==> src/sv/lrd_pkg.sv <==
// Shared types and constants for the lens response deframer.
// No dependencies; used by lens_response_deframer_unit.
`default_nettype none
package lrd_pkg;

    localparam int BYTE_POS_W = 17;

    typedef logic [BYTE_POS_W-1:0] t_byte_pos;

    // Frame layout: sync, id, length low, length high, payload, checksum
    localparam t_byte_pos POS_SYNC    = t_byte_pos'(0);
    localparam t_byte_pos POS_ID      = t_byte_pos'(1);
    localparam t_byte_pos POS_LEN_LO  = t_byte_pos'(2);
    localparam t_byte_pos POS_LEN_HI  = t_byte_pos'(3);
    localparam t_byte_pos POS_ZOOM_LO = t_byte_pos'(4);
    localparam t_byte_pos POS_ZOOM_HI = t_byte_pos'(5);
    localparam t_byte_pos POS_FOC_LO  = t_byte_pos'(6);
    localparam t_byte_pos POS_FOC_HI  = t_byte_pos'(7);

    localparam int        FRAME_OVERHEAD = 5;
    localparam t_byte_pos LAST_OFFSET    = t_byte_pos'(FRAME_OVERHEAD - 1);

    localparam logic [7:0] POS_ID_A = 8'h29;
    localparam logic [7:0] POS_ID_B = 8'h0D;

endpackage
`default_nettype wire

==> src/sv/lens_response_deframer_unit.sv <==
// Lens response deframer: frames serial bytes into lens response results.
// Depends on lrd_pkg for frame layout constants and types.
//
// Usage:
//   The rx channel (i_rx_valid / o_rx_ready / i_rx_byte) carries one received
//   serial byte per request. A frame is a sync byte, a command id, a 16-bit
//   little-endian payload length, the payload and one checksum byte, for
//   length + 5 bytes in all. Sync and checksum values are not checked.
//   On the checksum byte one result request goes out on the resp channel
//   (o_resp_valid / i_resp_ready): id, length, checksum as received, and for
//   ids 0x29 and 0x0D with at least four payload bytes the zoom and focus
//   positions from payload bytes 0..3 with o_position_valid set; otherwise
//   both positions read zero. All other bytes produce no result.
//   The result is registered and visible in the cycle after its checksum byte
//   is accepted. One byte per cycle is taken while the output is not stalled;
//   the frame position updates between the byte input and the result register.
//   Stall: while a result waits in the output register and i_resp_ready is
//   low, o_rx_ready drops and no byte is taken; once the result leaves, or
//   in the same cycle it leaves, the next byte is accepted.
//   Reset (i_rst_n low, synchronous): the frame position returns to the sync
//   byte, captured header and positions clear and the output empties.
`default_nettype none
module lens_response_deframer_unit (
    input  wire logic        i_clk,
    input  wire logic        i_rst_n,
    input  wire logic        i_rx_valid,
    output logic             o_rx_ready,
    input  wire logic [7:0]  i_rx_byte,
    output logic             o_resp_valid,
    input  wire logic        i_resp_ready,
    output logic [7:0]       o_response_id,
    output logic [15:0]      o_payload_length,
    output logic [15:0]      o_zoom_position,
    output logic [15:0]      o_focus_position,
    output logic             o_position_valid,
    output logic [7:0]       o_frame_checksum
);

    // Frame state
    lrd_pkg::t_byte_pos r_byte_pos,  n_byte_pos;
    logic [15:0]        r_frame_len, n_frame_len;
    logic [7:0]         r_frame_id,  n_frame_id;
    logic [15:0]        r_zoom,      n_zoom;
    logic [15:0]        r_focus,     n_focus;

    // Result register
    logic               r_out_valid, n_out_valid;
    logic [7:0]         r_out_id;
    logic [15:0]        r_out_len;
    logic [15:0]        r_out_zoom;
    logic [15:0]        r_out_focus;
    logic               r_out_pos_valid;
    logic [7:0]         r_out_cksum;

    logic               w_rx_acc;
    logic               w_last;
    logic               w_pos_valid;
    lrd_pkg::t_byte_pos w_last_pos;

    // Accept a byte whenever the result register is empty or draining now
    assign o_rx_ready = !r_out_valid || i_resp_ready;
    assign w_rx_acc   = i_rx_valid && o_rx_ready;

    // Checksum sits at length + 4; during the header this is always ahead
    assign w_last_pos = lrd_pkg::t_byte_pos'(r_frame_len) + lrd_pkg::LAST_OFFSET;
    assign w_last     = (r_byte_pos == w_last_pos);

    assign w_pos_valid = ((r_frame_id == lrd_pkg::POS_ID_A) ||
                          (r_frame_id == lrd_pkg::POS_ID_B)) &&
                         (|r_frame_len[15:2]);

    always_comb begin
        n_byte_pos  = r_byte_pos;
        n_frame_len = r_frame_len;
        n_frame_id  = r_frame_id;
        n_zoom      = r_zoom;
        n_focus     = r_focus;
        n_out_valid = r_out_valid && !i_resp_ready;
        if (w_rx_acc) begin
            if (w_last) begin
                // Complete the frame: emit and drop back to sync
                n_out_valid = 1'b1;
                n_byte_pos  = lrd_pkg::POS_SYNC;
                n_frame_len = '0;
                n_frame_id  = '0;
                n_zoom      = '0;
                n_focus     = '0;
            end else begin
                n_byte_pos = r_byte_pos + lrd_pkg::t_byte_pos'(1);
                case (r_byte_pos)
                    lrd_pkg::POS_ID:      n_frame_id         = i_rx_byte;
                    lrd_pkg::POS_LEN_LO:  n_frame_len        = {8'h00, i_rx_byte};
                    lrd_pkg::POS_LEN_HI:  n_frame_len[15:8]  = i_rx_byte;
                    lrd_pkg::POS_ZOOM_LO: n_zoom[7:0]        = i_rx_byte;
                    lrd_pkg::POS_ZOOM_HI: n_zoom[15:8]       = i_rx_byte;
                    lrd_pkg::POS_FOC_LO:  n_focus[7:0]       = i_rx_byte;
                    lrd_pkg::POS_FOC_HI:  n_focus[15:8]      = i_rx_byte;
                    default: ;
                endcase
            end
        end
    end

    always_ff @(posedge i_clk) begin
        if (!i_rst_n) begin
            r_byte_pos  <= lrd_pkg::POS_SYNC;
            r_frame_len <= '0;
            r_frame_id  <= '0;
            r_zoom      <= '0;
            r_focus     <= '0;
            r_out_valid <= 1'b0;
        end else begin
            r_byte_pos  <= n_byte_pos;
            r_frame_len <= n_frame_len;
            r_frame_id  <= n_frame_id;
            r_zoom      <= n_zoom;
            r_focus     <= n_focus;
            r_out_valid <= n_out_valid;
        end
    end

    // Result payload: load on the checksum byte, hold otherwise
    always_ff @(posedge i_clk) begin
        if (w_rx_acc && w_last) begin
            r_out_id        <= r_frame_id;
            r_out_len       <= r_frame_len;
            r_out_zoom      <= w_pos_valid ? r_zoom  : 16'h0000;
            r_out_focus     <= w_pos_valid ? r_focus : 16'h0000;
            r_out_pos_valid <= w_pos_valid;
            r_out_cksum     <= i_rx_byte;
        end
    end

    assign o_resp_valid     = r_out_valid;
    assign o_response_id    = r_out_id;
    assign o_payload_length = r_out_len;
    assign o_zoom_position  = r_out_zoom;
    assign o_focus_position = r_out_focus;
    assign o_position_valid = r_out_pos_valid;
    assign o_frame_checksum = r_out_cksum;

    // Completing a frame returns the parser to the sync byte
    a_restart_after_last: assert property (@(posedge i_clk) disable iff (!i_rst_n)
        (w_rx_acc && w_last) |=> (r_byte_pos == lrd_pkg::POS_SYNC))
        else $error("deframer did not return to sync after checksum byte");

    // Position never runs past the checksum slot of the current frame
    a_pos_bounded: assert property (@(posedge i_clk) disable iff (!i_rst_n)
        (r_byte_pos <= lrd_pkg::POS_LEN_HI) || (r_byte_pos <= w_last_pos))
        else $error("byte position beyond end of frame");

    // A flagged position result carries a position id and a long enough payload
    a_pos_valid_id: assert property (@(posedge i_clk) disable iff (!i_rst_n)
        (o_resp_valid && o_position_valid) |->
            (((o_response_id == lrd_pkg::POS_ID_A) ||
              (o_response_id == lrd_pkg::POS_ID_B)) && (|o_payload_length[15:2])))
        else $error("position flagged for non-position frame");

    // Unflagged results carry zero positions
    a_pos_zero: assert property (@(posedge i_clk) disable iff (!i_rst_n)
        (o_resp_valid && !o_position_valid) |->
            ((o_zoom_position == 16'h0000) && (o_focus_position == 16'h0000)))
        else $error("nonzero position without valid flag");

endmodule
`default_nettype wire

==> config.mk <==
export PLATFORM = sky130hd
export DESIGN_NAME = lens_response_deframer_unit
export DESIGN_NICKNAME = d
export VERILOG_FILES = /design/src/sv/lrd_pkg.sv /design/src/sv/lens_response_deframer_unit.sv
export SDC_FILE = /design/constraint.sdc
export NUM_CORES = 1
export LEC_CHECK = 0
export BUFFER_PORTS_ARGS = -buffer_cell sky130_fd_sc_hd__buf_4
export CAP_MARGIN = 10
export CORE_MARGIN = 2
export CORE_UTILIZATION = 62
export DETAILED_ROUTE_END_ITERATION = 8
export GPL_ROUTABILITY_DRIVEN = 0
export PLACE_DENSITY = 0.95
export REMOVE_ABC_BUFFERS = 1
export SYNTH_ARGS = -nofsm -noshare
export SYNTH_HDL_FRONTEND = slang
export SYNTH_SLANG_ARGS = --single-unit
==> constraint.sdc <==
create_clock -name i_clk -period 20 [get_ports i_clk]
set_input_delay 1 -clock i_clk [delete_from_list [all_inputs] [get_ports i_clk]]
set_output_delay 1 -clock i_clk [all_outputs]
set_load 0.01 [all_outputs]
# Yosys cells after proc, flatten, opt, wreduce, memory -nomap -nowiden
# Index checks and enable logic that the tools add are counted.
dict set report totals {
  register_bits 139
  inputBits 12
  wordCells 64
  out_inout_bits 67
}
dict set report classes {
  add_sub_neg 2
  reduce_logical 23
  n_eq_ne 10
  muxes 14
}
# cell n
set op_table {}
lappend op_table {{equality test 17 x 3 -> 1 bit (second input constant)} 4}
lappend op_table {{2-to-1 mux 8 bit} 7}
lappend op_table {{2-to-1 mux 16 bit} 3}
lappend op_table {{equality test 17 x 2 -> 1 bit (second input constant)} 2}
lappend op_table {{adder 16 x 3 -> 17 bit (second input constant)} 1}
lappend op_table {{adder 17 x 1 -> 17 bit (second input constant)} 1}
lappend op_table {{equality test 17 x 1 -> 1 bit (second input constant)} 1}
lappend op_table {{equality test 17 bit} 1}
lappend op_table {{2-to-1 mux 17 bit} 1}
lappend op_table {{case mux 8 bit (2 select lines)} 1}
lappend op_table {{AND reduction 2 bit} 7}
lappend op_table {{OR reduction 14 bit} 1}
lappend op_table {{nonzero test 2 bit} 6}
lappend op_table {{equality test 8 x 4 -> 1 bit (second input constant)} 1}
lappend op_table {{equality test 8 x 6 -> 1 bit (second input constant)} 1}
lappend op_table {{logical AND 1 bit} 4}
lappend op_table {{nonzero test 3 bit} 1}
lappend op_table {{zero test 1 bit} 2}
lappend op_table {{logical OR 1 bit} 2}
lappend op_table {{2-to-1 mux 1 bit} 2}

# Logic depth before layout (Yosys ltp)
dict set report depth {
  word_depth 4
  mapped_depth 11
}

# Least setup slack after synthesis
# Ideal clock, no wire load.
dict set report synth_path {
  path_kind {reg-to-reg}
  from {reg r_frame_len[2]}
  to {reg r_out_focus[0] (netlist: o_focus_position[0]), enable pin}
  period_less_slack_ns 9.177
  arrival_time_ns 8.506
  slack_ns 10.823
  stages_incl_launch_ff 8
  path_buffers 0
  path_cell_list {dfxtp_1 -> ha_1 -> nand4_1 -> or4_1 -> o21bai_1 -> a31oi_1 -> nor2_1 -> nor4b_1}
}
dict set report synth_between {
  elab_chain_cells 3
}
# item line
set synth_rtl {}
lappend synth_rtl {{start: declaration} lens_response_deframer_unit.sv:41} ;# logic [15:0] r_frame_len, n_frame_len;
lappend synth_rtl {{start signal: assignment} lens_response_deframer_unit.sv:114} ;# r_frame_len <= n_frame_len;
lappend synth_rtl {{adder 16 x 3 -> 17 bit} lens_response_deframer_unit.sv:65} ;# assign w_last_pos = lrd_pkg::t_byte_pos'(r_frame_len) + lrd_pkg::LAST_OFFSET;
lappend synth_rtl {{equality test 17 bit} lens_response_deframer_unit.sv:66} ;# assign w_last = (r_byte_pos == w_last_pos);
lappend synth_rtl {{logical AND 1 bit} lens_response_deframer_unit.sv:124} ;# if (w_rx_acc && w_last) begin
lappend synth_rtl {{end signal: assignment} lens_response_deframer_unit.sv:128} ;# r_out_focus <= w_pos_valid ? r_focus : 16'h0000;
lappend synth_rtl {{end: declaration} lens_response_deframer_unit.sv:51} ;# logic [15:0] r_out_focus;
# No other way between the ends.
# A chain may end at the register's enable or synchronous reset.

# Final worst setup path
dict set report layout_path {
  from {reg r_frame_len[2]}
  to {reg r_frame_len[13]}
}
dict set report layout_between {
  elab_chain_cells 4
}
# item line
set layout_rtl {}
lappend layout_rtl {{adder 16 x 3 -> 17 bit *} lens_response_deframer_unit.sv:65}
lappend layout_rtl {{equality test 17 bit *} lens_response_deframer_unit.sv:66}
lappend layout_rtl {{nonzero test 3 bit (no source line)} n/a}
lappend layout_rtl {{AND reduction 2 bit (no source line)} n/a}
# Every way passes the cells marked *; elsewhere a longest branch is shown, timed or not.

==> run summary <==
Status = finished, final reports clean
Reg2reg setup slack = 15710 ps
Synth area leader = edfxtp_1
Yosys warnings = 0
Crit path largest cell delay = 1030 ps
Slowest CP cell = nor4b_4
Area occupied by multi-input gates = 2355 um2
First-pass GRT wire length = 24320 um
Worst R2R End = r_frame_len[13]
Compound-gate portion of the synthesized area = 14.54%
Placed cell count = 731
Initial antenna violation count = 0
CP Buf/Inv Count = 1
Post-cts gate resize count = 0
Tot Pwr = 0.6415 mW
Core Region = 9328 um2
# IOs = 79
Antenna viol nets, final = 0
N_diodes = 0
Post-synthesis cell type count = 51
Arrival @ worst endpoint = 4700 ps
Setup CP Type = flop to flop
Synthesized cell area = 6006 um2
Synth Area in Simple Gates = 19.23%
Max Cap Viol = 0
Total number of vias = 5003
Top FF cell, synth = dfxtp_1
CP endpoint kind = flop
Slew @ Worst Pin = 1159 ps
First-pass DRT Iterations = 6
Largest net degree at the start of global routing = 61
Sequential area share after synthesis = 57.17%
Final cell count without fillers = 763
Syn avg cell area = 10.78 um2
Die width = 102.4 um
Die Height = 102.4 um
Initial Util = 64.39%
Iteration-0 DRC Markers = 788
Synth Instances = 557
Number of synthesized flops with an enable pin = 65
Post-synthesis register bit count = 139
Cells along the critical path = ha_1, nand4_1, or4_1, o21bai_1, a31oi_1, nor4b_4, buf_4, nor2_1, a21o_1
Setup crit end = r_frame_len[13]
Drt via density = 6.557
# fillers = 526
CP startpoint = r_frame_len[2]
Largest cells by area after synthesis = edfxtp_1, dfxtp_1, o31ai_1, and2_1, and3_1
Post-CTS setup repair buffer count = 0
Leak pwr = 2.805 nW
Fraction of layout cells with a size suffix above 1 = 18.61%
Power Dens Cells = 89.09 nW/um2
Worst hold path type = flop to flop
Row cnt = 35
Total grt overflow = 0
Mux cell area share after synthesis = 0%
Nature of the critical path startpoint = flop
Slew Viols, Final = 0
Total Die Area = 10490 um2
Fin Setup TNS = 0 ps
Period utilisation layout = 21.44%
DRC Markers = 0
Final hold slack = 460.4 ps
Async S/R FF share, synth = 0%
Top delay family on crit path = simple AND/OR/NAND/NOR gates
Vias in the first global route = 4796
Total Nets Final = 639
Final Hold Viols = 0
Final worst slack = 15710 ps
Worst Skew = 9.948 ps
Hold Crit Depth = 1
Number of H-tree levels = 4
Post-DP HPWL = 9208 um
Total GRT Usage = 30.67%
RSZ-0062 raised after global routing = no
CTS max path bufs = 2
Buffers added on ports = 78
Fmax = 233.2 MHz
Clk sinks = 139
Area Growth Syn to Fin = 19.90%
Maximum VDD drop = 0.05796 mV
Minimum clock period = 4288 ps
FF-to-FF Start = r_frame_len[2]
WP depth = 9
Synth Area in Adders = 1.250%
CP max FO = 34
Final setup vio count = 0
Post-Synth XOR/XNOR Area = 4.083%
CTS clock-pin slew for the worst setup and hold paths = 60 ps
Worst EP required = 20420 ps
Pre-CTS setup slack = 15850 ps
CTS tree = done
Largest family of logic cells by synthesized area = simple AND/OR/NAND/NOR gates
Slew margin rel. = 22.39%
Post-synth top area share = 32.50%
Worst R2R Path Depth = 9
Per-cell routed wire length = 20.20 um
# hold bufs at CTS = 0
CTS Buf Count = 17
Worst skew pair latency = 530 ps
Reg area = 3433 um2
DRT Wirelength = 15410 um
Root Buffer = clkbuf_8
-- cells by family after synthesis --
logic type | Yosys count
AOI/OAI and AO/OA | 128
adders and majority gates | 6
DFF | 139
xor gates and xnor gates | 28
and+or+nand+nor | 205
buffers and inverters | 51
-- worst register-to-register path, cell delays in order (launching register included) --
cell      delay [ps]
dfxtp_1          480
ha_1             330
nand4_1          280
or4_1            640
o21bai_1         160
a31oi_1          190
nor4b_4         1030
buf_4            520
nor2_1           270
a21o_1           270
-- worst min-delay path by stage --
| stage | startpoint | endpoint | slack, ps |
|---|---|---|---|
| 2_1_floorplan | r_frame_id[1] | o_response_id[1] | 420 |
| 4_1_cts | r_zoom[7] | r_zoom[7] | 460 |
| 3_5_place_dp | r_zoom[7] | r_zoom[7] | 450 |
| 5_1_grt | r_zoom[7] | r_zoom[7] | 470 |
| 6_report | r_zoom[7] | r_zoom[7] | 460 |
| 3_3_place_gp | r_zoom[6] | r_zoom[6] | 440 |
-- synth_stat cells (all sizes together) (2+ instances only) --
master   count
nor4b        5
o2bb2ai      8
buf         10
xnor2       12
and4         3
ha           6
o21ai       44
a31oi        2
clkbuf      28
dfxtp       74
o32ai        3
and3        35
nor3        14
a21oi        7
or3          3
o41ai        2
nand4       10
nand3       29
nor4         5
a211oi       4
nand2b       3
nand2       27
or4          4
o22ai        2
xor2        16
inv         12
o31ai       32
a21o        16
and2        36
nor2        25
edfxtp      65
-- registers in the layout (all words and copies together) (netlist names) --
| name | flops |
|---|---|
| r_zoom | 16 |
| o_frame_checksum | 8 |
| r_byte_pos | 17 |
| o_resp_valid | 1 |
| o_focus_position | 16 |
| o_response_id | 8 |
| o_zoom_position | 16 |
| o_payload_length | 16 |
| o_position_valid | 1 |
| r_frame_len | 16 |
| r_frame_id | 8 |
| r_focus | 16 |
-- power breakdown --
| part | internal, mW | switching, mW |
|---|---|---|
| clock | 0.180 | 0.127 |
| sequential | 0.300 | 0.00394 |
| combinational | 0.00897 | 0.0203 |
-- stage by stage --
| step | area, um2 | utilization (%) |
|---|---|---|
| after global placement | 6621 | 70.99 |
| after floorplan | 5831 | - |
| final | 7201 | 77.20 |
| after CTS | 7201 | 77.20 |
| after global routing | 7201 | 77.20 |
| after detailed placement | 6621 | 70.99 |
-- layer usage --
metal | wire length [um] | global-route usage [%] | up-vias
met3 | 1601 | 8.413 | 88
li1 | - | - | 2203
met4 | 652 | 17.13 | 0
met1 | 5535 | 37.27 | 2347
met2 | 7619 | 49.47 | 365
met5 | 0 | 0 | -
-- area by class of cell --
class	instances	share of cell area (%)
inverter	13	0.6777
timing repair buffer	83	8.653
tap	129	2.242
clock buffer	18	5.804
clock inverter	14	2.242
multi-input combinational	367	32.70
sequential	139	47.68
-- cells in the final DEF, fill, tap and decap left out, types with 3 or more instances in the layout --
master and n:
a21o_1 16, a21oi_1 7, and2_1 36, and3_1 35, and4_1 3, buf_4 83
clkbuf_16 16, clkinvlp_4 3, dfxtp_1 74, edfxtp_1 65, ha_1 6, inv_1 12
inv_6 4, nand2_1 27, nand2b_1 3, nand3_1 29, nand4_1 10, nor2_1 25
nor3_1 14, nor4_1 5, nor4b_1 3, o21ai_0 36, o21ai_1 8, o2bb2ai_1 8
o31ai_1 32, o32ai_1 3, or3_1 3, or4_1 4, xnor2_1 12, xor2_1 16
(Power assumes the default switching activity.)
